--- config.mk ---
export PLATFORM = sky130hd
export DESIGN_NAME = five_bar_inverse_kinematics_unit
export DESIGN_NICKNAME = d
export VERILOG_FILES = /design/src/design/fbik_pkg.sv /design/src/design/fbik_isqrt.sv /design/src/design/fbik_div.sv /design/src/design/fbik_cordic.sv /design/src/design/five_bar_inverse_kinematics_unit.sv
export SDC_FILE = /design/constraint.sdc
export NUM_CORES = 2
export LEC_CHECK = 0
export ABC_AREA = 1
export BUFFER_PORTS_ARGS = -buffer_cell sky130_fd_sc_hd__buf_2
export CAP_MARGIN = 20
export CORE_AREA = 8 8 461 463
export CTS_BUF_LIST = sky130_fd_sc_hd__clkbuf_8
export CTS_CLUSTER_SIZE = 12
export DETAILED_ROUTE_END_ITERATION = 12
export DIE_AREA = 0 0 469 471
export PLACE_DENSITY = 0.71
export SLEW_MARGIN = 20
export SYNTH_ARGS = -nofsm -noshare
export SYNTH_HDL_FRONTEND = slang
export SYNTH_HIERARCHICAL = 1
export SYNTH_SLANG_ARGS = --single-unit
--- constraint.sdc ---
create_clock -name clk -period 12.3 [get_ports clk]
set_clock_uncertainty 0.05 [all_clocks]
set_input_delay 1.845 -clock clk [delete_from_list [all_inputs] [get_ports clk]]
set_output_delay 1.845 -clock clk [all_outputs]
set_load 0.005 [all_outputs]
--- src/design/fbik_pkg.sv ---
// shared types, widths and constants for the five-bar inverse kinematics unit
// no dependencies
`timescale 1ns / 1ps

package fbik_pkg;

    localparam int COORD_W  = 16;   // signed q7.8 coordinate
    localparam int ANGLE_W  = 16;   // signed q3.12 angle
    localparam int LEN_W    = 15;   // unsigned q7.8 length
    localparam int MUL_W    = 17;   // shared multiplier operand width
    localparam int PROD_W   = 2 * MUL_W;
    localparam int SQ_IN_W  = 34;   // isqrt radicand width
    localparam int ROOT_W   = SQ_IN_W / 2;
    localparam int MAG_W    = 35;   // cosine rule numerator
    localparam int DEN_W    = 33;   // cosine rule denominator
    localparam int COS_W    = 15;   // cosine magnitude, q1.14
    localparam int CORDIC_N = 20;
    localparam int CORDIC_W = 34;
    localparam int Z_W      = 24;   // angle accumulator, q.20
    localparam int ADDR_W   = 3;

    localparam logic signed [Z_W-1:0] PI_Q20 = 24'sd3294199;
    localparam logic [COS_W-1:0] ONE_Q14 = 15'd16384;

    typedef logic [1:0] status_t;
    localparam status_t STATUS_SOLVED = 2'd0;
    localparam status_t STATUS_RANGE  = 2'd1;
    localparam status_t STATUS_HOLD   = 2'd2;

    localparam logic [ADDR_W-1:0] REG_BASE     = 3'd0;
    localparam logic [ADDR_W-1:0] REG_LEFT_PX  = 3'd1;
    localparam logic [ADDR_W-1:0] REG_LEFT_DS  = 3'd2;
    localparam logic [ADDR_W-1:0] REG_RIGHT_DS = 3'd3;
    localparam logic [ADDR_W-1:0] REG_RIGHT_PX = 3'd4;

    typedef enum logic [4:0] {
        ST_IDLE, ST_MUL, ST_SUM, ST_CHECK,
        ST_ATAN_GO, ST_ATAN_WAIT, ST_SQRT_GO, ST_SQRT_WAIT,
        ST_DEN, ST_MAG, ST_DIV_GO, ST_DIV_WAIT, ST_CSQ,
        ST_S2_GO, ST_S2_WAIT, ST_ACOS_GO, ST_ACOS_WAIT,
        ST_FIN, ST_DIFF, ST_PICK, ST_LOAD
    } state_t;

    // arctangent of 2^-i in q.20
    function automatic logic signed [Z_W-1:0] atan_q20(input logic [4:0] i);
        logic signed [Z_W-1:0] v;
        begin
            case (i)
                5'd0:    v = 24'sd823550;
                5'd1:    v = 24'sd486170;
                5'd2:    v = 24'sd256879;
                5'd3:    v = 24'sd130396;
                5'd4:    v = 24'sd65451;
                5'd5:    v = 24'sd32757;
                5'd6:    v = 24'sd16383;
                5'd7:    v = 24'sd8192;
                5'd8:    v = 24'sd4096;
                5'd9:    v = 24'sd2048;
                5'd10:   v = 24'sd1024;
                5'd11:   v = 24'sd512;
                5'd12:   v = 24'sd256;
                5'd13:   v = 24'sd128;
                5'd14:   v = 24'sd64;
                5'd15:   v = 24'sd32;
                5'd16:   v = 24'sd16;
                5'd17:   v = 24'sd8;
                5'd18:   v = 24'sd4;
                5'd19:   v = 24'sd2;
                default: v = 24'sd0;
            endcase
            return v;
        end
    endfunction

endpackage

--- src/design/fbik_isqrt.sv ---
// iterative floor square root, two radicand bits per cycle
// depends on fbik_pkg
`timescale 1ns / 1ps

module fbik_isqrt (
    input  logic                              clk,
    input  logic                              rst_n,
    input  logic                              start,
    input  logic [fbik_pkg::SQ_IN_W-1:0]      radicand,
    output logic                              done,
    output logic [fbik_pkg::ROOT_W-1:0]       root
);

    localparam int REM_W = fbik_pkg::ROOT_W + 2;
    localparam int SH_W  = REM_W + 2;

    logic [fbik_pkg::SQ_IN_W-1:0] val_reg;
    logic [REM_W-1:0]             rem_reg;
    logic [fbik_pkg::ROOT_W-1:0]  root_reg;
    logic [4:0]                   cnt_reg;
    logic                         busy_reg;
    logic                         done_reg;

    logic [SH_W-1:0] rem_sh;
    logic [SH_W-1:0] trial;
    logic [SH_W-1:0] diff;
    logic            ge;

    assign rem_sh = {rem_reg, val_reg[fbik_pkg::SQ_IN_W-1 -: 2]};
    assign trial  = {2'b00, root_reg, 2'b01};
    assign ge     = rem_sh >= trial;
    assign diff   = rem_sh - trial;

    always_ff @(posedge clk or negedge rst_n)
    begin
        if (!rst_n)
        begin
            busy_reg <= 1'b0;
            done_reg <= 1'b0;
        end
        else
        begin
            done_reg <= 1'b0;
            if (start)
            begin
                busy_reg <= 1'b1;
            end
            else if (busy_reg && cnt_reg == 5'd1)
            begin
                busy_reg <= 1'b0;
                done_reg <= 1'b1;
            end
        end
    end

    always_ff @(posedge clk)
    begin
        if (start)
        begin
            val_reg  <= radicand;
            rem_reg  <= '0;
            root_reg <= '0;
            cnt_reg  <= 5'(fbik_pkg::ROOT_W);
        end
        else if (busy_reg)
        begin
            val_reg  <= {val_reg[fbik_pkg::SQ_IN_W-3:0], 2'b00};
            rem_reg  <= ge ? diff[REM_W-1:0] : rem_sh[REM_W-1:0];
            root_reg <= {root_reg[fbik_pkg::ROOT_W-2:0], ge};
            cnt_reg  <= cnt_reg - 5'd1;
        end
    end

    assign done = done_reg;
    assign root = root_reg;

endmodule

--- src/design/fbik_div.sv ---
// restoring divider for the rounded cosine, one quotient bit per cycle
// depends on fbik_pkg
`timescale 1ns / 1ps

module fbik_div (
    input  logic                            clk,
    input  logic                            rst_n,
    input  logic                            start,
    input  logic [fbik_pkg::MAG_W-1:0]      mag,
    input  logic [fbik_pkg::DEN_W-1:0]      den,
    output logic                            done,
    output logic [fbik_pkg::COS_W-1:0]      quo
);

    localparam int Q_W   = fbik_pkg::COS_W;
    localparam int NUM_W = fbik_pkg::MAG_W + Q_W - 1;
    localparam int REM_W = fbik_pkg::DEN_W + 1;

    logic [NUM_W-1:0]            num;
    logic [REM_W-1:0]            rem_reg;
    logic [Q_W-1:0]              low_reg;
    logic [Q_W-1:0]              quo_reg;
    logic [fbik_pkg::DEN_W-1:0]  den_reg;
    logic [3:0]                  cnt_reg;
    logic                        busy_reg;
    logic                        done_reg;

    logic [REM_W:0] rem_sh;
    logic [REM_W:0] diff;
    logic           ge;

    // numerator mag * 2^14 plus half the divisor for rounding
    assign num    = {mag, {(Q_W-1){1'b0}}} + NUM_W'(den >> 1);
    assign rem_sh = {rem_reg, low_reg[Q_W-1]};
    assign ge     = rem_sh >= (REM_W+1)'(den_reg);
    assign diff   = rem_sh - (REM_W+1)'(den_reg);

    always_ff @(posedge clk or negedge rst_n)
    begin
        if (!rst_n)
        begin
            busy_reg <= 1'b0;
            done_reg <= 1'b0;
        end
        else
        begin
            done_reg <= 1'b0;
            if (start)
            begin
                busy_reg <= 1'b1;
            end
            else if (busy_reg && cnt_reg == 4'd1)
            begin
                busy_reg <= 1'b0;
                done_reg <= 1'b1;
            end
        end
    end

    always_ff @(posedge clk)
    begin
        if (start)
        begin
            rem_reg <= num[NUM_W-1:Q_W];
            low_reg <= num[Q_W-1:0];
            den_reg <= den;
            quo_reg <= '0;
            cnt_reg <= 4'(Q_W);
        end
        else if (busy_reg)
        begin
            rem_reg <= ge ? diff[REM_W-1:0] : rem_sh[REM_W-1:0];
            low_reg <= {low_reg[Q_W-2:0], 1'b0};
            quo_reg <= {quo_reg[Q_W-2:0], ge};
            cnt_reg <= cnt_reg - 4'd1;
        end
    end

    assign done = done_reg;
    assign quo  = quo_reg;

endmodule

--- src/design/fbik_cordic.sv ---
// vectoring cordic atan2, one micro-rotation per cycle
// depends on fbik_pkg
`timescale 1ns / 1ps

module fbik_cordic (
    input  logic                              clk,
    input  logic                              rst_n,
    input  logic                              start,
    input  logic signed [fbik_pkg::MUL_W-1:0] yin,
    input  logic signed [fbik_pkg::MUL_W-1:0] xin,
    output logic                              done,
    output logic signed [fbik_pkg::Z_W-1:0]   angle
);

    localparam int W = fbik_pkg::CORDIC_W;

    logic signed [W-1:0]              x_reg;
    logic signed [W-1:0]              y_reg;
    logic signed [fbik_pkg::Z_W-1:0]  z_reg;
    logic [4:0]                       i_reg;
    logic                             busy_reg;
    logic                             done_reg;

    logic signed [W-1:0] x_in;
    logic signed [W-1:0] y_in;
    logic signed [W-1:0] xs;
    logic signed [W-1:0] ys;
    logic                is_zero;
    logic                x_neg;

    assign x_in    = W'(xin);
    assign y_in    = W'(yin);
    assign is_zero = (xin == '0) && (yin == '0);
    assign x_neg   = xin[fbik_pkg::MUL_W-1];
    assign xs      = x_reg >>> i_reg;
    assign ys      = y_reg >>> i_reg;

    always_ff @(posedge clk or negedge rst_n)
    begin
        if (!rst_n)
        begin
            busy_reg <= 1'b0;
            done_reg <= 1'b0;
        end
        else
        begin
            done_reg <= 1'b0;
            if (start)
            begin
                busy_reg <= !is_zero;
                done_reg <= is_zero;
            end
            else if (busy_reg && i_reg == 5'(fbik_pkg::CORDIC_N - 1))
            begin
                busy_reg <= 1'b0;
                done_reg <= 1'b1;
            end
        end
    end

    always_ff @(posedge clk)
    begin
        if (start)
        begin
            i_reg <= '0;
            if (is_zero)
            begin
                z_reg <= '0;
            end
            else if (x_neg)
            begin
                // left half plane: rotate by pi first
                x_reg <= (-x_in) <<< 12;
                y_reg <= (-y_in) <<< 12;
                z_reg <= yin[fbik_pkg::MUL_W-1] ? -fbik_pkg::PI_Q20 : fbik_pkg::PI_Q20;
            end
            else
            begin
                x_reg <= x_in <<< 12;
                y_reg <= y_in <<< 12;
                z_reg <= '0;
            end
        end
        else if (busy_reg)
        begin
            i_reg <= i_reg + 5'd1;
            if (y_reg > 0)
            begin
                x_reg <= x_reg + ys;
                y_reg <= y_reg - xs;
                z_reg <= z_reg + fbik_pkg::atan_q20(i_reg);
            end
            else
            begin
                x_reg <= x_reg - ys;
                y_reg <= y_reg + xs;
                z_reg <= z_reg - fbik_pkg::atan_q20(i_reg);
            end
        end
    end

    assign done  = done_reg;
    assign angle = z_reg;

endmodule

--- src/design/five_bar_inverse_kinematics_unit.sv ---
// five-bar inverse kinematics: one target point in, one angle result out
// for a point in reach each arm takes up to two cordic runs, two square roots and a divide before
// the result is loaded; a point out of reach goes from the range check straight to the output
// one point at a time: s_axis_tready is high only while idle; a finished result waits in the
// output register, so the next point can be taken before that result is transferred
// rst_n clears the sequencer, the previous angles and the config registers to their defaults
// depends on fbik_pkg, fbik_isqrt, fbik_div, fbik_cordic
`timescale 1ns / 1ps

module five_bar_inverse_kinematics_unit (
    input  logic                               clk,
    input  logic                               rst_n,
    // config write port
    input  logic                               cfg_we,
    input  logic [fbik_pkg::ADDR_W-1:0]        cfg_addr,
    input  logic [fbik_pkg::LEN_W-1:0]         cfg_wdata,
    // target point stream
    input  logic                               s_axis_tvalid,
    output logic                               s_axis_tready,
    input  logic [31:0]                        s_axis_tdata,  // target_x, target_y
    // result stream
    output logic                               m_axis_tvalid,
    input  logic                               m_axis_tready,
    // first_angle, second_angle, first_plus, first_minus, second_plus, second_minus
    output logic [95:0]                        m_axis_tdata,
    output logic [1:0]                         m_axis_tuser   // status
);

    localparam int CW = fbik_pkg::COORD_W;
    localparam int AW = fbik_pkg::ANGLE_W;
    localparam int LW = fbik_pkg::LEN_W;
    localparam int MW = fbik_pkg::MUL_W;
    localparam int PW = fbik_pkg::PROD_W;
    localparam int ZW = fbik_pkg::Z_W;

    // multiplier schedule for the setup pass
    localparam logic [3:0] MS_XX   = 4'd0;
    localparam logic [3:0] MS_YY   = 4'd1;
    localparam logic [3:0] MS_DD   = 4'd2;
    localparam logic [3:0] MS_HI1  = 4'd3;
    localparam logic [3:0] MS_LO1  = 4'd4;
    localparam logic [3:0] MS_HI2  = 4'd5;
    localparam logic [3:0] MS_LO2  = 4'd6;
    localparam logic [3:0] MS_LP1  = 4'd7;
    localparam logic [3:0] MS_LD1  = 4'd8;
    localparam logic [3:0] MS_LP2  = 4'd9;
    localparam logic [3:0] MS_LD2  = 4'd10;

    fbik_pkg::state_t state_reg, state_next;

    // config registers
    logic [LW-1:0] base_reg, lp1_reg, ld1_reg, ld2_reg, lp2_reg;

    // kept angles
    logic signed [AW-1:0] last1_reg, last2_reg;
    logic                 have_last_reg;

    // working registers
    logic signed [CW-1:0] x_reg, y_reg;
    logic signed [MW-1:0] dx_reg;
    logic [3:0]           k_reg;
    logic                 arm_reg;
    logic                 hold_reg;
    logic [PW-1:0]        sx_reg, sy_reg, sdx_reg;
    logic [PW-1:0]        hi1_reg, lo1_reg, hi2_reg, lo2_reg;
    logic [PW-1:0]        lpsq1_reg, ldsq1_reg, lpsq2_reg, ldsq2_reg;
    logic [PW-1:0]        r1_reg, r2_reg;
    logic                 reach_ok;
    logic signed [ZW-1:0] a_reg, b_reg;
    logic [fbik_pkg::ROOT_W-1:0] d_reg;
    logic [PW-1:0]        lpd_reg;
    logic [fbik_pkg::MAG_W-1:0] pos_reg, mag_reg;
    logic [fbik_pkg::DEN_W-1:0] den_reg;
    logic                 cneg_reg;
    logic [fbik_pkg::COS_W-1:0] cmag_reg;
    logic [PW-1:0]        csq_reg;
    logic [fbik_pkg::COS_W-1:0] s_reg;
    logic signed [AW-1:0] fp_reg, fm_reg, sp_reg, sm_reg, f_reg, s_ang_reg;
    logic [AW:0]          dfp_reg, dfm_reg, dsp_reg, dsm_reg;
    fbik_pkg::status_t    status_reg;

    // output register
    logic                 out_valid_reg;
    logic [95:0]          out_data_reg;
    logic [1:0]           out_user_reg;

    // shared multiplier
    logic [MW-1:0]        mul_a, mul_b;
    logic [PW-1:0]        mul_p;

    // unit handshakes
    logic                 sq_start, sq_done;
    logic [fbik_pkg::SQ_IN_W-1:0] sq_in;
    logic [fbik_pkg::ROOT_W-1:0]  sq_root;
    logic                 dv_start, dv_done;
    logic [fbik_pkg::COS_W-1:0]   dv_quo;
    logic                 co_start, co_done;
    logic signed [MW-1:0] co_y, co_x;
    logic signed [ZW-1:0] co_angle;

    // arm-dependent selections
    logic signed [MW-1:0] x_ext;
    logic signed [MW-1:0] dx_c;
    logic [MW-1:0]        ax_mag, ay_mag, adx_mag;
    logic [LW-1:0]        lp_sel;
    logic [PW-1:0]        r_sel, lpsq_sel, ldsq_sel;
    logic [LW:0]          sum1, sum2;
    logic [LW-1:0]        dif1, dif2;
    logic signed [ZW:0]   ang_plus, ang_minus;
    logic signed [MW-1:0] c_signed;
    logic                 load_ok;

    // q.20 to saturated q3.12 with round half up
    function automatic logic signed [AW-1:0] to_angle(input logic signed [ZW:0] v);
        logic signed [ZW:0]   t;
        logic signed [ZW-8:0] q;
        logic signed [ZW-8:0] hi;
        logic signed [ZW-8:0] lo;
        begin
            t  = v + (ZW+1)'(128);
            q  = (ZW-7)'(t >>> 8);
            hi = (ZW-7)'({1'b0, {(AW-1){1'b1}}});
            lo = -hi - (ZW-7)'(1);
            if (q > hi)
            begin
                q = hi;
            end
            else if (q < lo)
            begin
                q = lo;
            end
            return q[AW-1:0];
        end
    endfunction

    assign x_ext   = MW'(x_reg);
    assign dx_c    = x_ext - $signed({2'b00, base_reg});
    assign ax_mag  = x_ext[MW-1] ? MW'(-x_ext) : x_ext;
    assign ay_mag  = y_reg[CW-1] ? MW'(-MW'(y_reg)) : MW'(y_reg);
    assign adx_mag = dx_c[MW-1] ? MW'(-dx_c) : dx_c;
    assign sum1    = {1'b0, lp1_reg} + {1'b0, ld1_reg};
    assign sum2    = {1'b0, lp2_reg} + {1'b0, ld2_reg};
    assign dif1    = (lp1_reg > ld1_reg) ? lp1_reg - ld1_reg : ld1_reg - lp1_reg;
    assign dif2    = (lp2_reg > ld2_reg) ? lp2_reg - ld2_reg : ld2_reg - lp2_reg;

    assign lp_sel   = arm_reg ? lp2_reg   : lp1_reg;
    assign r_sel    = arm_reg ? r2_reg    : r1_reg;
    assign lpsq_sel = arm_reg ? lpsq2_reg : lpsq1_reg;
    assign ldsq_sel = arm_reg ? ldsq2_reg : ldsq1_reg;

    assign reach_ok = (r1_reg <= hi1_reg) && (r1_reg >= lo1_reg) &&
                      (r2_reg <= hi2_reg) && (r2_reg >= lo2_reg);

    assign ang_plus  = (ZW+1)'(a_reg) + (ZW+1)'(b_reg);
    assign ang_minus = (ZW+1)'(a_reg) - (ZW+1)'(b_reg);
    assign c_signed  = cneg_reg ? -$signed({2'b00, cmag_reg}) : $signed({2'b00, cmag_reg});

    assign mul_p   = mul_a * mul_b;
    assign load_ok = !out_valid_reg || m_axis_tready;

    fbik_isqrt u_isqrt (
        .clk      (clk),
        .rst_n    (rst_n),
        .start    (sq_start),
        .radicand (sq_in),
        .done     (sq_done),
        .root     (sq_root)
    );

    fbik_div u_div (
        .clk   (clk),
        .rst_n (rst_n),
        .start (dv_start),
        .mag   (mag_reg),
        .den   (den_reg),
        .done  (dv_done),
        .quo   (dv_quo)
    );

    fbik_cordic u_cordic (
        .clk   (clk),
        .rst_n (rst_n),
        .start (co_start),
        .yin   (co_y),
        .xin   (co_x),
        .done  (co_done),
        .angle (co_angle)
    );

    // sequencer next state
    always_comb
    begin
        state_next = state_reg;
        case (state_reg)
            fbik_pkg::ST_IDLE:
                if (s_axis_tvalid) state_next = fbik_pkg::ST_MUL;
            fbik_pkg::ST_MUL:
                if (k_reg == MS_LD2) state_next = fbik_pkg::ST_SUM;
            fbik_pkg::ST_SUM:
                state_next = fbik_pkg::ST_CHECK;
            fbik_pkg::ST_CHECK:
                state_next = reach_ok ? fbik_pkg::ST_ATAN_GO : fbik_pkg::ST_LOAD;
            fbik_pkg::ST_ATAN_GO:
                state_next = fbik_pkg::ST_ATAN_WAIT;
            fbik_pkg::ST_ATAN_WAIT:
                if (co_done) state_next = fbik_pkg::ST_SQRT_GO;
            fbik_pkg::ST_SQRT_GO:
                state_next = fbik_pkg::ST_SQRT_WAIT;
            fbik_pkg::ST_SQRT_WAIT:
                if (sq_done) state_next = fbik_pkg::ST_DEN;
            fbik_pkg::ST_DEN:
                state_next = (lp_sel == '0 || d_reg == '0) ? fbik_pkg::ST_FIN
                                                           : fbik_pkg::ST_MAG;
            fbik_pkg::ST_MAG:
                state_next = fbik_pkg::ST_DIV_GO;
            fbik_pkg::ST_DIV_GO:
                state_next = (mag_reg >= fbik_pkg::MAG_W'(den_reg)) ? fbik_pkg::ST_CSQ
                                                                     : fbik_pkg::ST_DIV_WAIT;
            fbik_pkg::ST_DIV_WAIT:
                if (dv_done) state_next = fbik_pkg::ST_CSQ;
            fbik_pkg::ST_CSQ:
                state_next = fbik_pkg::ST_S2_GO;
            fbik_pkg::ST_S2_GO:
                state_next = fbik_pkg::ST_S2_WAIT;
            fbik_pkg::ST_S2_WAIT:
                if (sq_done) state_next = fbik_pkg::ST_ACOS_GO;
            fbik_pkg::ST_ACOS_GO:
                state_next = fbik_pkg::ST_ACOS_WAIT;
            fbik_pkg::ST_ACOS_WAIT:
                if (co_done) state_next = fbik_pkg::ST_FIN;
            fbik_pkg::ST_FIN:
                state_next = arm_reg ? fbik_pkg::ST_DIFF : fbik_pkg::ST_ATAN_GO;
            fbik_pkg::ST_DIFF:
                state_next = fbik_pkg::ST_PICK;
            fbik_pkg::ST_PICK:
                state_next = fbik_pkg::ST_LOAD;
            fbik_pkg::ST_LOAD:
                if (load_ok) state_next = fbik_pkg::ST_IDLE;
            default:
                state_next = fbik_pkg::ST_IDLE;
        endcase
    end

    // sequencer outputs: unit starts and operand steering
    always_comb
    begin
        s_axis_tready = (state_reg == fbik_pkg::ST_IDLE);
        sq_start      = 1'b0;
        dv_start      = 1'b0;
        co_start      = 1'b0;
        sq_in         = r_sel;
        co_y          = MW'(y_reg);
        co_x          = arm_reg ? dx_reg : x_ext;
        mul_a         = '0;
        mul_b         = '0;
        case (state_reg)
            fbik_pkg::ST_MUL:
            begin
                case (k_reg)
                    MS_XX:   begin mul_a = ax_mag;  mul_b = ax_mag;  end
                    MS_YY:   begin mul_a = ay_mag;  mul_b = ay_mag;  end
                    MS_DD:   begin mul_a = adx_mag; mul_b = adx_mag; end
                    MS_HI1:  begin mul_a = MW'(sum1); mul_b = MW'(sum1); end
                    MS_LO1:  begin mul_a = MW'(dif1); mul_b = MW'(dif1); end
                    MS_HI2:  begin mul_a = MW'(sum2); mul_b = MW'(sum2); end
                    MS_LO2:  begin mul_a = MW'(dif2); mul_b = MW'(dif2); end
                    MS_LP1:  begin mul_a = MW'(lp1_reg); mul_b = MW'(lp1_reg); end
                    MS_LD1:  begin mul_a = MW'(ld1_reg); mul_b = MW'(ld1_reg); end
                    MS_LP2:  begin mul_a = MW'(lp2_reg); mul_b = MW'(lp2_reg); end
                    MS_LD2:  begin mul_a = MW'(ld2_reg); mul_b = MW'(ld2_reg); end
                    default: begin mul_a = '0; mul_b = '0; end
                endcase
            end
            fbik_pkg::ST_ATAN_GO:
                co_start = 1'b1;
            fbik_pkg::ST_SQRT_GO:
                sq_start = 1'b1;
            fbik_pkg::ST_DEN:
            begin
                mul_a = MW'(lp_sel);
                mul_b = d_reg;
            end
            fbik_pkg::ST_DIV_GO:
                dv_start = (mag_reg < fbik_pkg::MAG_W'(den_reg));
            fbik_pkg::ST_CSQ:
            begin
                mul_a = MW'(cmag_reg);
                mul_b = MW'(cmag_reg);
            end
            fbik_pkg::ST_S2_GO:
            begin
                // sine magnitude from 1 - c^2 in q2.28
                sq_start = 1'b1;
                sq_in    = (fbik_pkg::SQ_IN_W'(1) << 28) - csq_reg;
            end
            fbik_pkg::ST_ACOS_GO:
            begin
                co_start = 1'b1;
                co_y     = $signed({2'b00, s_reg});
                co_x     = c_signed;
            end
            default:
                s_axis_tready = (state_reg == fbik_pkg::ST_IDLE);
        endcase
    end

    // control registers
    always_ff @(posedge clk or negedge rst_n)
    begin
        if (!rst_n)
        begin
            state_reg     <= fbik_pkg::ST_IDLE;
            out_valid_reg <= 1'b0;
            have_last_reg <= 1'b0;
            last1_reg     <= '0;
            last2_reg     <= '0;
            base_reg      <= 15'd4096;
            lp1_reg       <= 15'd1536;
            ld1_reg       <= 15'd3840;
            ld2_reg       <= 15'd3840;
            lp2_reg       <= 15'd1536;
        end
        else
        begin
            state_reg <= state_next;

            if (cfg_we)
            begin
                case (cfg_addr)
                    fbik_pkg::REG_BASE:     base_reg <= cfg_wdata;
                    fbik_pkg::REG_LEFT_PX:  lp1_reg  <= cfg_wdata;
                    fbik_pkg::REG_LEFT_DS:  ld1_reg  <= cfg_wdata;
                    fbik_pkg::REG_RIGHT_DS: ld2_reg  <= cfg_wdata;
                    fbik_pkg::REG_RIGHT_PX: lp2_reg  <= cfg_wdata;
                    default:                base_reg <= base_reg;
                endcase
            end

            if (state_reg == fbik_pkg::ST_LOAD && load_ok)
            begin
                out_valid_reg <= 1'b1;
                if (status_reg == fbik_pkg::STATUS_SOLVED)
                begin
                    last1_reg     <= f_reg;
                    last2_reg     <= s_ang_reg;
                    have_last_reg <= 1'b1;
                end
            end
            else if (m_axis_tready)
            begin
                out_valid_reg <= 1'b0;
            end
        end
    end

    // datapath registers
    always_ff @(posedge clk)
    begin
        case (state_reg)
            fbik_pkg::ST_IDLE:
            begin
                x_reg   <= s_axis_tdata[15:0];
                y_reg   <= s_axis_tdata[31:16];
                k_reg   <= MS_XX;
                arm_reg <= 1'b0;
            end
            fbik_pkg::ST_MUL:
            begin
                dx_reg <= dx_c;
                k_reg  <= k_reg + 4'd1;
                case (k_reg)
                    MS_XX:   sx_reg    <= mul_p;
                    MS_YY:   sy_reg    <= mul_p;
                    MS_DD:   sdx_reg   <= mul_p;
                    MS_HI1:  hi1_reg   <= mul_p;
                    MS_LO1:  lo1_reg   <= mul_p;
                    MS_HI2:  hi2_reg   <= mul_p;
                    MS_LO2:  lo2_reg   <= mul_p;
                    MS_LP1:  lpsq1_reg <= mul_p;
                    MS_LD1:  ldsq1_reg <= mul_p;
                    MS_LP2:  lpsq2_reg <= mul_p;
                    MS_LD2:  ldsq2_reg <= mul_p;
                    default: sx_reg    <= sx_reg;
                endcase
            end
            fbik_pkg::ST_SUM:
            begin
                r1_reg   <= sx_reg + sy_reg;
                r2_reg   <= sdx_reg + sy_reg;
                hold_reg <= (x_reg == '0) && (y_reg == '0);
            end
            fbik_pkg::ST_CHECK:
            begin
                // out of reach: all angles zero, state left alone
                fp_reg     <= '0;
                fm_reg     <= '0;
                sp_reg     <= '0;
                sm_reg     <= '0;
                f_reg      <= '0;
                s_ang_reg  <= '0;
                status_reg <= fbik_pkg::STATUS_RANGE;
            end
            fbik_pkg::ST_ATAN_WAIT:
                if (co_done) a_reg <= co_angle;
            fbik_pkg::ST_SQRT_WAIT:
                if (sq_done) d_reg <= sq_root;
            fbik_pkg::ST_DEN:
            begin
                b_reg   <= '0;
                lpd_reg <= mul_p;
                pos_reg <= fbik_pkg::MAG_W'(lpsq_sel) + fbik_pkg::MAG_W'(r_sel);
            end
            fbik_pkg::ST_MAG:
            begin
                den_reg  <= {lpd_reg[fbik_pkg::DEN_W-2:0], 1'b0};
                cneg_reg <= pos_reg < fbik_pkg::MAG_W'(ldsq_sel);
                mag_reg  <= (pos_reg < fbik_pkg::MAG_W'(ldsq_sel))
                          ? fbik_pkg::MAG_W'(ldsq_sel) - pos_reg
                          : pos_reg - fbik_pkg::MAG_W'(ldsq_sel);
            end
            fbik_pkg::ST_DIV_GO:
                cmag_reg <= fbik_pkg::ONE_Q14;
            fbik_pkg::ST_DIV_WAIT:
                if (dv_done) cmag_reg <= dv_quo;
            fbik_pkg::ST_CSQ:
                csq_reg <= mul_p;
            fbik_pkg::ST_S2_WAIT:
                if (sq_done) s_reg <= sq_root[fbik_pkg::COS_W-1:0];
            fbik_pkg::ST_ACOS_WAIT:
                if (co_done) b_reg <= co_angle;
            fbik_pkg::ST_FIN:
            begin
                arm_reg <= 1'b1;
                if (arm_reg)
                begin
                    sp_reg <= to_angle(ang_plus);
                    sm_reg <= to_angle(ang_minus);
                end
                else
                begin
                    fp_reg <= to_angle(ang_plus);
                    fm_reg <= to_angle(ang_minus);
                end
            end
            fbik_pkg::ST_DIFF:
            begin
                dfp_reg <= ((fp_reg - last1_reg) < 0) ? (AW+1)'(last1_reg - fp_reg)
                                                      : (AW+1)'(fp_reg - last1_reg);
                dfm_reg <= ((fm_reg - last1_reg) < 0) ? (AW+1)'(last1_reg - fm_reg)
                                                      : (AW+1)'(fm_reg - last1_reg);
                dsp_reg <= ((sp_reg - last2_reg) < 0) ? (AW+1)'(last2_reg - sp_reg)
                                                      : (AW+1)'(sp_reg - last2_reg);
                dsm_reg <= ((sm_reg - last2_reg) < 0) ? (AW+1)'(last2_reg - sm_reg)
                                                      : (AW+1)'(sm_reg - last2_reg);
            end
            fbik_pkg::ST_PICK:
            begin
                if (hold_reg)
                begin
                    // origin: report the kept angles
                    f_reg      <= last1_reg;
                    s_ang_reg  <= last2_reg;
                    status_reg <= fbik_pkg::STATUS_HOLD;
                end
                else
                begin
                    status_reg <= fbik_pkg::STATUS_SOLVED;
                    if (have_last_reg)
                    begin
                        // nearest candidate, minus on a tie
                        f_reg     <= (dfp_reg < dfm_reg) ? fp_reg : fm_reg;
                        s_ang_reg <= (dsp_reg < dsm_reg) ? sp_reg : sm_reg;
                    end
                    else
                    begin
                        f_reg     <= fp_reg;
                        s_ang_reg <= sp_reg;
                    end
                end
            end
            fbik_pkg::ST_LOAD:
            begin
                if (load_ok)
                begin
                    out_data_reg <= {sm_reg, sp_reg, fm_reg, fp_reg, s_ang_reg, f_reg};
                    out_user_reg <= status_reg;
                end
            end
            default:
                k_reg <= k_reg;
        endcase
    end

    assign m_axis_tvalid = out_valid_reg;
    assign m_axis_tdata  = out_data_reg;
    assign m_axis_tuser  = out_user_reg;

endmodule
After elaboration in Yosys (flattened, before gate mapping)
Memories as Yosys holds them, arrays and structs flattened. A register that Yosys moved wholly into a read port is not among the register bits.
Cells that the tools add are included.

cells by class
  add/subtract/negate cells = 48
  multiply operators = 1
  $lt $le $gt $ge = 22
  equality and inequality tests = 48
  shift operators = 2
  muxes and demuxes = 114
  reduce and logical (&&, ||, !) cells = 65

operators with widths
  cell                                                 count
  two-way mux 34 bit                                   19
  two-way mux 24 bit                                   13
  two-way mux 16 bit                                   14
  subtractor 16 x 16 -> 17 bit                         13
  one-hot mux 16 bit (2 select lines)                  6
  two-way mux 17 bit                                   11
  one-hot mux 17 bit (11 select lines)                 1
  adder 34 bit                                         4
  one-hot mux 5 bit (21 select lines)                  1
  one-hot mux 17 bit (3 select lines)                  2
  two-way mux 15 bit                                   6
  two-way mux 5 bit                                    15
  >= comparator 35 x 33 -> 1 bit                       2
  >= comparator 34 bit                                 2
  less-or-equal comparator 34 bit                      2
  < comparator 17 x 1 -> 1 bit, second input constant  4
  >>> shifter 34 x 5 -> 34 bit                         2
  subtractor 34 bit                                    2
  subtractor 15 bit                                    4
  AND reduction 2 bit                                  26
  zero test 17 bit                                     3
  adder 25 x 9 -> 25 bit, second input constant        2
  adder 49 x 32 -> 49 bit                              1
  one-hot mux 24 bit (2 select lines)                  1
  63 further kinds                                     144

storage, ports and cells
  register bits = 1417
  ROM bits = 1280
  input bits = 55
  output and inout bits = 100
  logic and storage cells = 374
  memories kept = 2

memories
  memory           depth  bits a word  rd ports  clocked after Yosys merged registers in  write ports  line            source
  (no name shown)  32     20           1         1                                        0            fbik_pkg.sv:48  case (i)
  (no name shown)  32     20           1         1                                        0            fbik_pkg.sv:48

Depth between registers and ports, before layout
  depth after elaboration = 8
  depth in mapped cells = 45
  depth with buffers taken out = 44

Hierarchy
Netlist, hierarchy kept.

by module, submodules not included
  module                            times used  cells an instance  area each (um^2)  sequential area each (um^2)
  five_bar_inverse_kinematics_unit  1           9405               82467.8           33648.5
  fbik_cordic                       1           2710               16523.3           3313.2
  fbik_div                          1           1318               8928.6            2892.8
  fbik_isqrt                        1           611                4444.3            1891.8

Worst setup path before layout
Ideal clock, no wire load.

  path kind = reg-to-reg
  from = reg state_reg[4]
  to = reg csq_reg[31] (data pin)
  library setup time = 0.274 ns
  arrival = 9.007 ns
  data required time = 11.976 ns
  setup slack = 2.969 ns
  stages on the path, launching flop included = 32
  path buffers = 2
  period minus slack after synthesis = 9.331 ns
  path through = dfrtp_1 nor3_1 inv_1 nor2_2 clkinv_1 buf_2 o21ai_0 inv_1 nand2_2 buf_2 nand2_1 fa_1 inv_1 fa_1 inv_1 fa_1 inv_1 fa_1 fa_1 inv_1 fa_1 inv_1 ha_1 a21o_1 a31oi_1 o21ai_0 nand2_1 nand3_1 nand3_1 nand2_1 a31oi_1 xor2_1

between the ends
  longest elaborated chain between the ends = 3
  elaborated cells between the ends (all ways) = 6
  those cells by class = mul (1); eq/ne (3); mux (2)

ends and longest elaborated chain
  element                                                           line                                     source
  start: declaration                                                five_bar_inverse_kinematics_unit.sv:49   fbik_pkg::state_t state_reg, state_next;
  start signal: assignment                                          five_bar_inverse_kinematics_unit.sv:312  state_reg <= fbik_pkg::ST_IDLE;
  start signal: assignment                                          five_bar_inverse_kinematics_unit.sv:325  state_reg <= state_next;
  == test 5 x 4 -> 1 bit or == test 5 x 1 -> 1 bit (tied branches)  five_bar_inverse_kinematics_unit.sv:256  case (state_reg)
  one-hot mux 17 bit (3 select lines)                               five_bar_inverse_kinematics_unit.sv:256
  multiplier 17 x 17 -> 34 bit *                                    five_bar_inverse_kinematics_unit.sv:158  assign mul_p = mul_a * mul_b;
  via mul_p[31]                                                     five_bar_inverse_kinematics_unit.sv:89   logic [PW-1:0] mul_p;
  end signal: assignment                                            five_bar_inverse_kinematics_unit.sv:426  csq_reg <= mul_p;
  end: declaration                                                  five_bar_inverse_kinematics_unit.sv:76   logic [PW-1:0] csq_reg;

The timed path passes the listed nets; every way through them passes the cells marked *.
A chain may end at the register's enable or synchronous reset.

==> impl_results.md <==
* Net count of the mapped netlist at 15332
* Critical path destination: ldsq1_reg[33]$_DFFE_PP_
* Hold buffers post-CTS at 0
* Final clock period utilization by the worst path at 79.80%
* Relative contribution of the clock network to total power at 14.2%
* Most used standard cells in the synthesized netlist: 3425 x sky130_fd_sc_hd__nand2_1, 2041 x sky130_fd_sc_hd__inv_1, 1233 x sky130_fd_sc_hd__edfxtp_1
* Maximum fanout along the worst path at 26
* Mean instance size in the synthesized netlist at 8.001 sq um
* Setup crit start kind: flip-flop
* Net switching power of the design at 16.66 mW
* Post-DP HPWL at 289200 microns
* Count leader, synth: sky130_fd_sc_hd__nand2_1
* Clock buffers created by TritonCTS at 241
* Placement row count at 167
* Final-layout setup total negative slack at 0 ns
* Longest Clk Path Bufs at 3
* Worst setup path class: flip-flop to flip-flop
* Overall via count from detail_route at 97800
* Area enclosed by the die boundary at 0.2209 sq mm
* Post-layout nets at 15475
* Fraction of final layout cells with drive strength greater than 1 at 7.432%
* Clock transition at the registers of the reported paths at 0.06 ns
* Final Hold Fails at 0
* Static leakage power at 56.99 nW
* Count of maximum capacitance violations at 0
* Synth-to-Final Area Change at 7.566%
* Count of final max-slew check failures at 0
* Final setup fails at 0
* Syn Std Cell Area at 0.1124 sq mm
* Minimum setup slack in the final design at 2.484 ns
* Largest register FFs at 96
* Number of global-route vias before repair at 93617
* Post-layout power at 32.44 mW
* Die boundary height at 471 microns
* Power density relative to cell area at 268.4 mW/mm^2
* Setup repair after global routing missed its margin: false
* Crit-path leading delay family: adder cells
* Post-Synthesis Cells at 14044
* Maximum clock frequency at 101.9 MHz
* Least-Margin Pin Slew at 1.130 ns
* Data required time of the worst path at 12.97 ns
* Port Buffer Count at 154
* Wire length per cell after detailed routing at 21.28 microns
* Most frequent cell on the critical path: sky130_fd_sc_hd__inv_1
* I/O pin count at 155
* Critical path's largest stage delay at 0.76 ns
* Total number of yosys warnings at 6
* FF+latch count, synth at 1438
* Element type at the critical path end: flip-flop
* Final GP Congestion at 1.051
* Proportion of synthesized chip area in sequential cells at 37.15%
* Count of TritonRoute iterations in the first routing pass at 7
* CORE AREA at 0.2056 sq mm
* WP buf/inv at 8
* First-pass GRT wire length at 551000 microns
* Drt via density at 5.716
* Fraction of registers with async set or reset after synthesis at 8.345%
* # clock sinks at 1438
* Worst R2R Start: x_reg[0]$_DFFE_PP_
* Count of unresolved DRC violations after routing at 0
* Fraction of synthesized cell area taken by the top area cell type at 32.95%
* Synth top area cells: sky130_fd_sc_hd__edfxtp_1 33%, sky130_fd_sc_hd__nand2_1 11%, sky130_fd_sc_hd__ha_1 11%, sky130_fd_sc_hd__inv_1 6.8%, sky130_fd_sc_hd__a21oi_1 4.7%
* Detailed Route WL at 364100 microns
* RR Endpoint: ldsq1_reg[33]$_DFFE_PP_
* Buffers inserted during post-CTS setup optimization at 0
* Share of total power in sequential cells at 25.0%
* Clock Root Buffer: sky130_fd_sc_hd__clkbuf_8
* Share of power burned in combinational logic at 60.9%
* Reg2Reg Depth at 38
* Post-cts sizing count at 0
* Worst relative slew slack at 24.26%
* Clock tree from TritonCTS: yes
* Launch point of the critical path: x_reg[0]$_DFFE_PP_
* Cell taking the most area after synthesis: sky130_fd_sc_hd__edfxtp_1
* Remaining global-route overflow at 0
* GRT Total Usage at 32.00%
* Cell type of the slowest stage on the worst timing path: sky130_fd_sc_hd__xor2_1
* Max VDD drop at 0.2203 mV
* Crit. path cell count at 38
* Number of DRC violations after detailed-routing iteration 0 at 10313
* Period minus WS final at 9.816 ns
* Antenna viol nets, final at 0
* Status: finished clean
* Number of enable-type register cells in the synthesized netlist at 1233
* H-tree depth reported by CTS at 4
* Type of the tightest min-delay check: flip-flop to flip-flop
* Worst setup slack after placement at 2.637 ns
* Die outline width at 469 microns
* Initial Util at 54.65%
* Maximum number of pins on one net before global-route repair at 83
* Number of different library cells in the post-synthesis netlist at 83
* Reg2reg setup slack at 2.48 ns
* Proportion of total power due to net switching at 51.36%
* Commonest register cell after synthesis: sky130_fd_sc_hd__edfxtp_1
* Number of antenna violations at the first check in global routing at 20
* Endpoint arrival time on the critical path at 10.49 ns
* Source-to-sink clock delay at the later pin of the worst-skew pair at 1.08 ns
* Post-layout utilization of the core at 58.78%
* Pint at 15.78 mW
## cells in the final DEF, fill, tap and decap left out, types with 249 or more instances in the layout
| cell | Yosys | final |
|---|---|---|
| sky130_fd_sc_hd__clkbuf_8 | 0 | 267 |
| sky130_fd_sc_hd__edfxtp_1 | 1233 | 1233 |
| sky130_fd_sc_hd__ha_1 | 984 | 984 |
| sky130_fd_sc_hd__nand2_1 | 3425 | 3422 |
| sky130_fd_sc_hd__nor2_1 | 1021 | 1000 |
| sky130_fd_sc_hd__nand3_1 | 838 | 838 |
| sky130_fd_sc_hd__a21oi_1 | 1044 | 1044 |
| sky130_fd_sc_hd__fa_1 | 249 | 249 |
| sky130_fd_sc_hd__inv_1 | 2041 | 2100 |
| sky130_fd_sc_hd__o21ai_0 | 793 | 785 |
| sky130_fd_sc_hd__xor2_1 | 315 | 315 |
## worst reg2reg max path: cells and delay by family, from the launching register on
kind,cells,cell delay (ns)
AOI/OAI and AO/OA,6,1.18
adders and majority gates,9,4.12
xor gates and xnor gates,1,0.76
DFF,1,0.40
buffers and inverters,8,0.71
and+or+nand+nor,14,2.21
## cell families after synthesis
family                     share of synthesized area, %
AOI/OAI and AO/OA                                 11.98
xor gates and xnor gates                          3.515
adders and majority gates                         15.39
buffers and inverters                             8.765
DFF                                               37.15
muxes                                            0.2260
other                                          0.003337
and+or+nand+nor                                   22.97
## final cells by class
type / instances / area (sq um)
well taps: 2704 / 3383
clock inverters: 186 / 1511
inverters: 2108 / 7924
fillers: 19055 / 84740
clock buffers: 267 / 3675
repair buffers: 256 / 1543
multi-input cells: 10142 / 61060
diodes: 8 / 20.02
flip-flops and latches: 1438 / 41750
## worst min path at each step
| stage | startpoint | end | slack (ns) | cells after the start |
|---|---|---|---|---|
| detailed placement | lpd_reg[4]$_DFFE_PP_ | den_reg[5]$_DFFE_PP_ | 0.35 | 0 |
| floorplan | lpd_reg[9]$_DFFE_PP_ | den_reg[10]$_DFFE_PP_ | 0.35 | 0 |
| CTS | lpd_reg[4]$_DFFE_PP_ | den_reg[5]$_DFFE_PP_ | 0.36 | 0 |
| global route | lpd_reg[4]$_DFFE_PP_ | den_reg[5]$_DFFE_PP_ | 0.36 | 0 |
| global placement | lpd_reg[0]$_DFFE_PP_ | den_reg[1]$_DFFE_PP_ | 0.35 | 0 |
| finish | lpd_reg[4]$_DFFE_PP_ | den_reg[5]$_DFFE_PP_ | 0.36 | 0 |
## per-layer routing
metal	global-route usage, %	vias up	wire length (microns)
li1	-	46923	-
met3	5.034	818	30080
met5	0	-	26
met4	13.71	4	18290
met1	43.89	45901	154500
met2	50.38	4154	161100
## metrics by stage
| stage | cells | cell area, sq um | hold WS, ns |
|---|---|---|---|
| floorplan | 14044 | 112400 | 0.3503 |
| global placement | 16648 | 115700 | 0.3507 |
| detailed placement | 16648 | 115700 | 0.3545 |
| CTS | 17101 | 120800 | 0.3602 |
| global route | 17105 | 120900 | 0.3591 |
| finish | 17109 | 120900 | 0.3553 |
## power by group through the flow
stage                     Clock (mW)  Sequential [mW]  Combinational (mW)
final                           4.60             8.10                19.7
after global routing            4.87             8.17                21.9
after CTS                       4.67             8.07                19.3
after detailed placement           0             8.16                19.2
after global placement             0             8.15                19.1
after floorplan                    0             7.72                14.1
No activity file was read; power rests on OpenSTA's default activity.
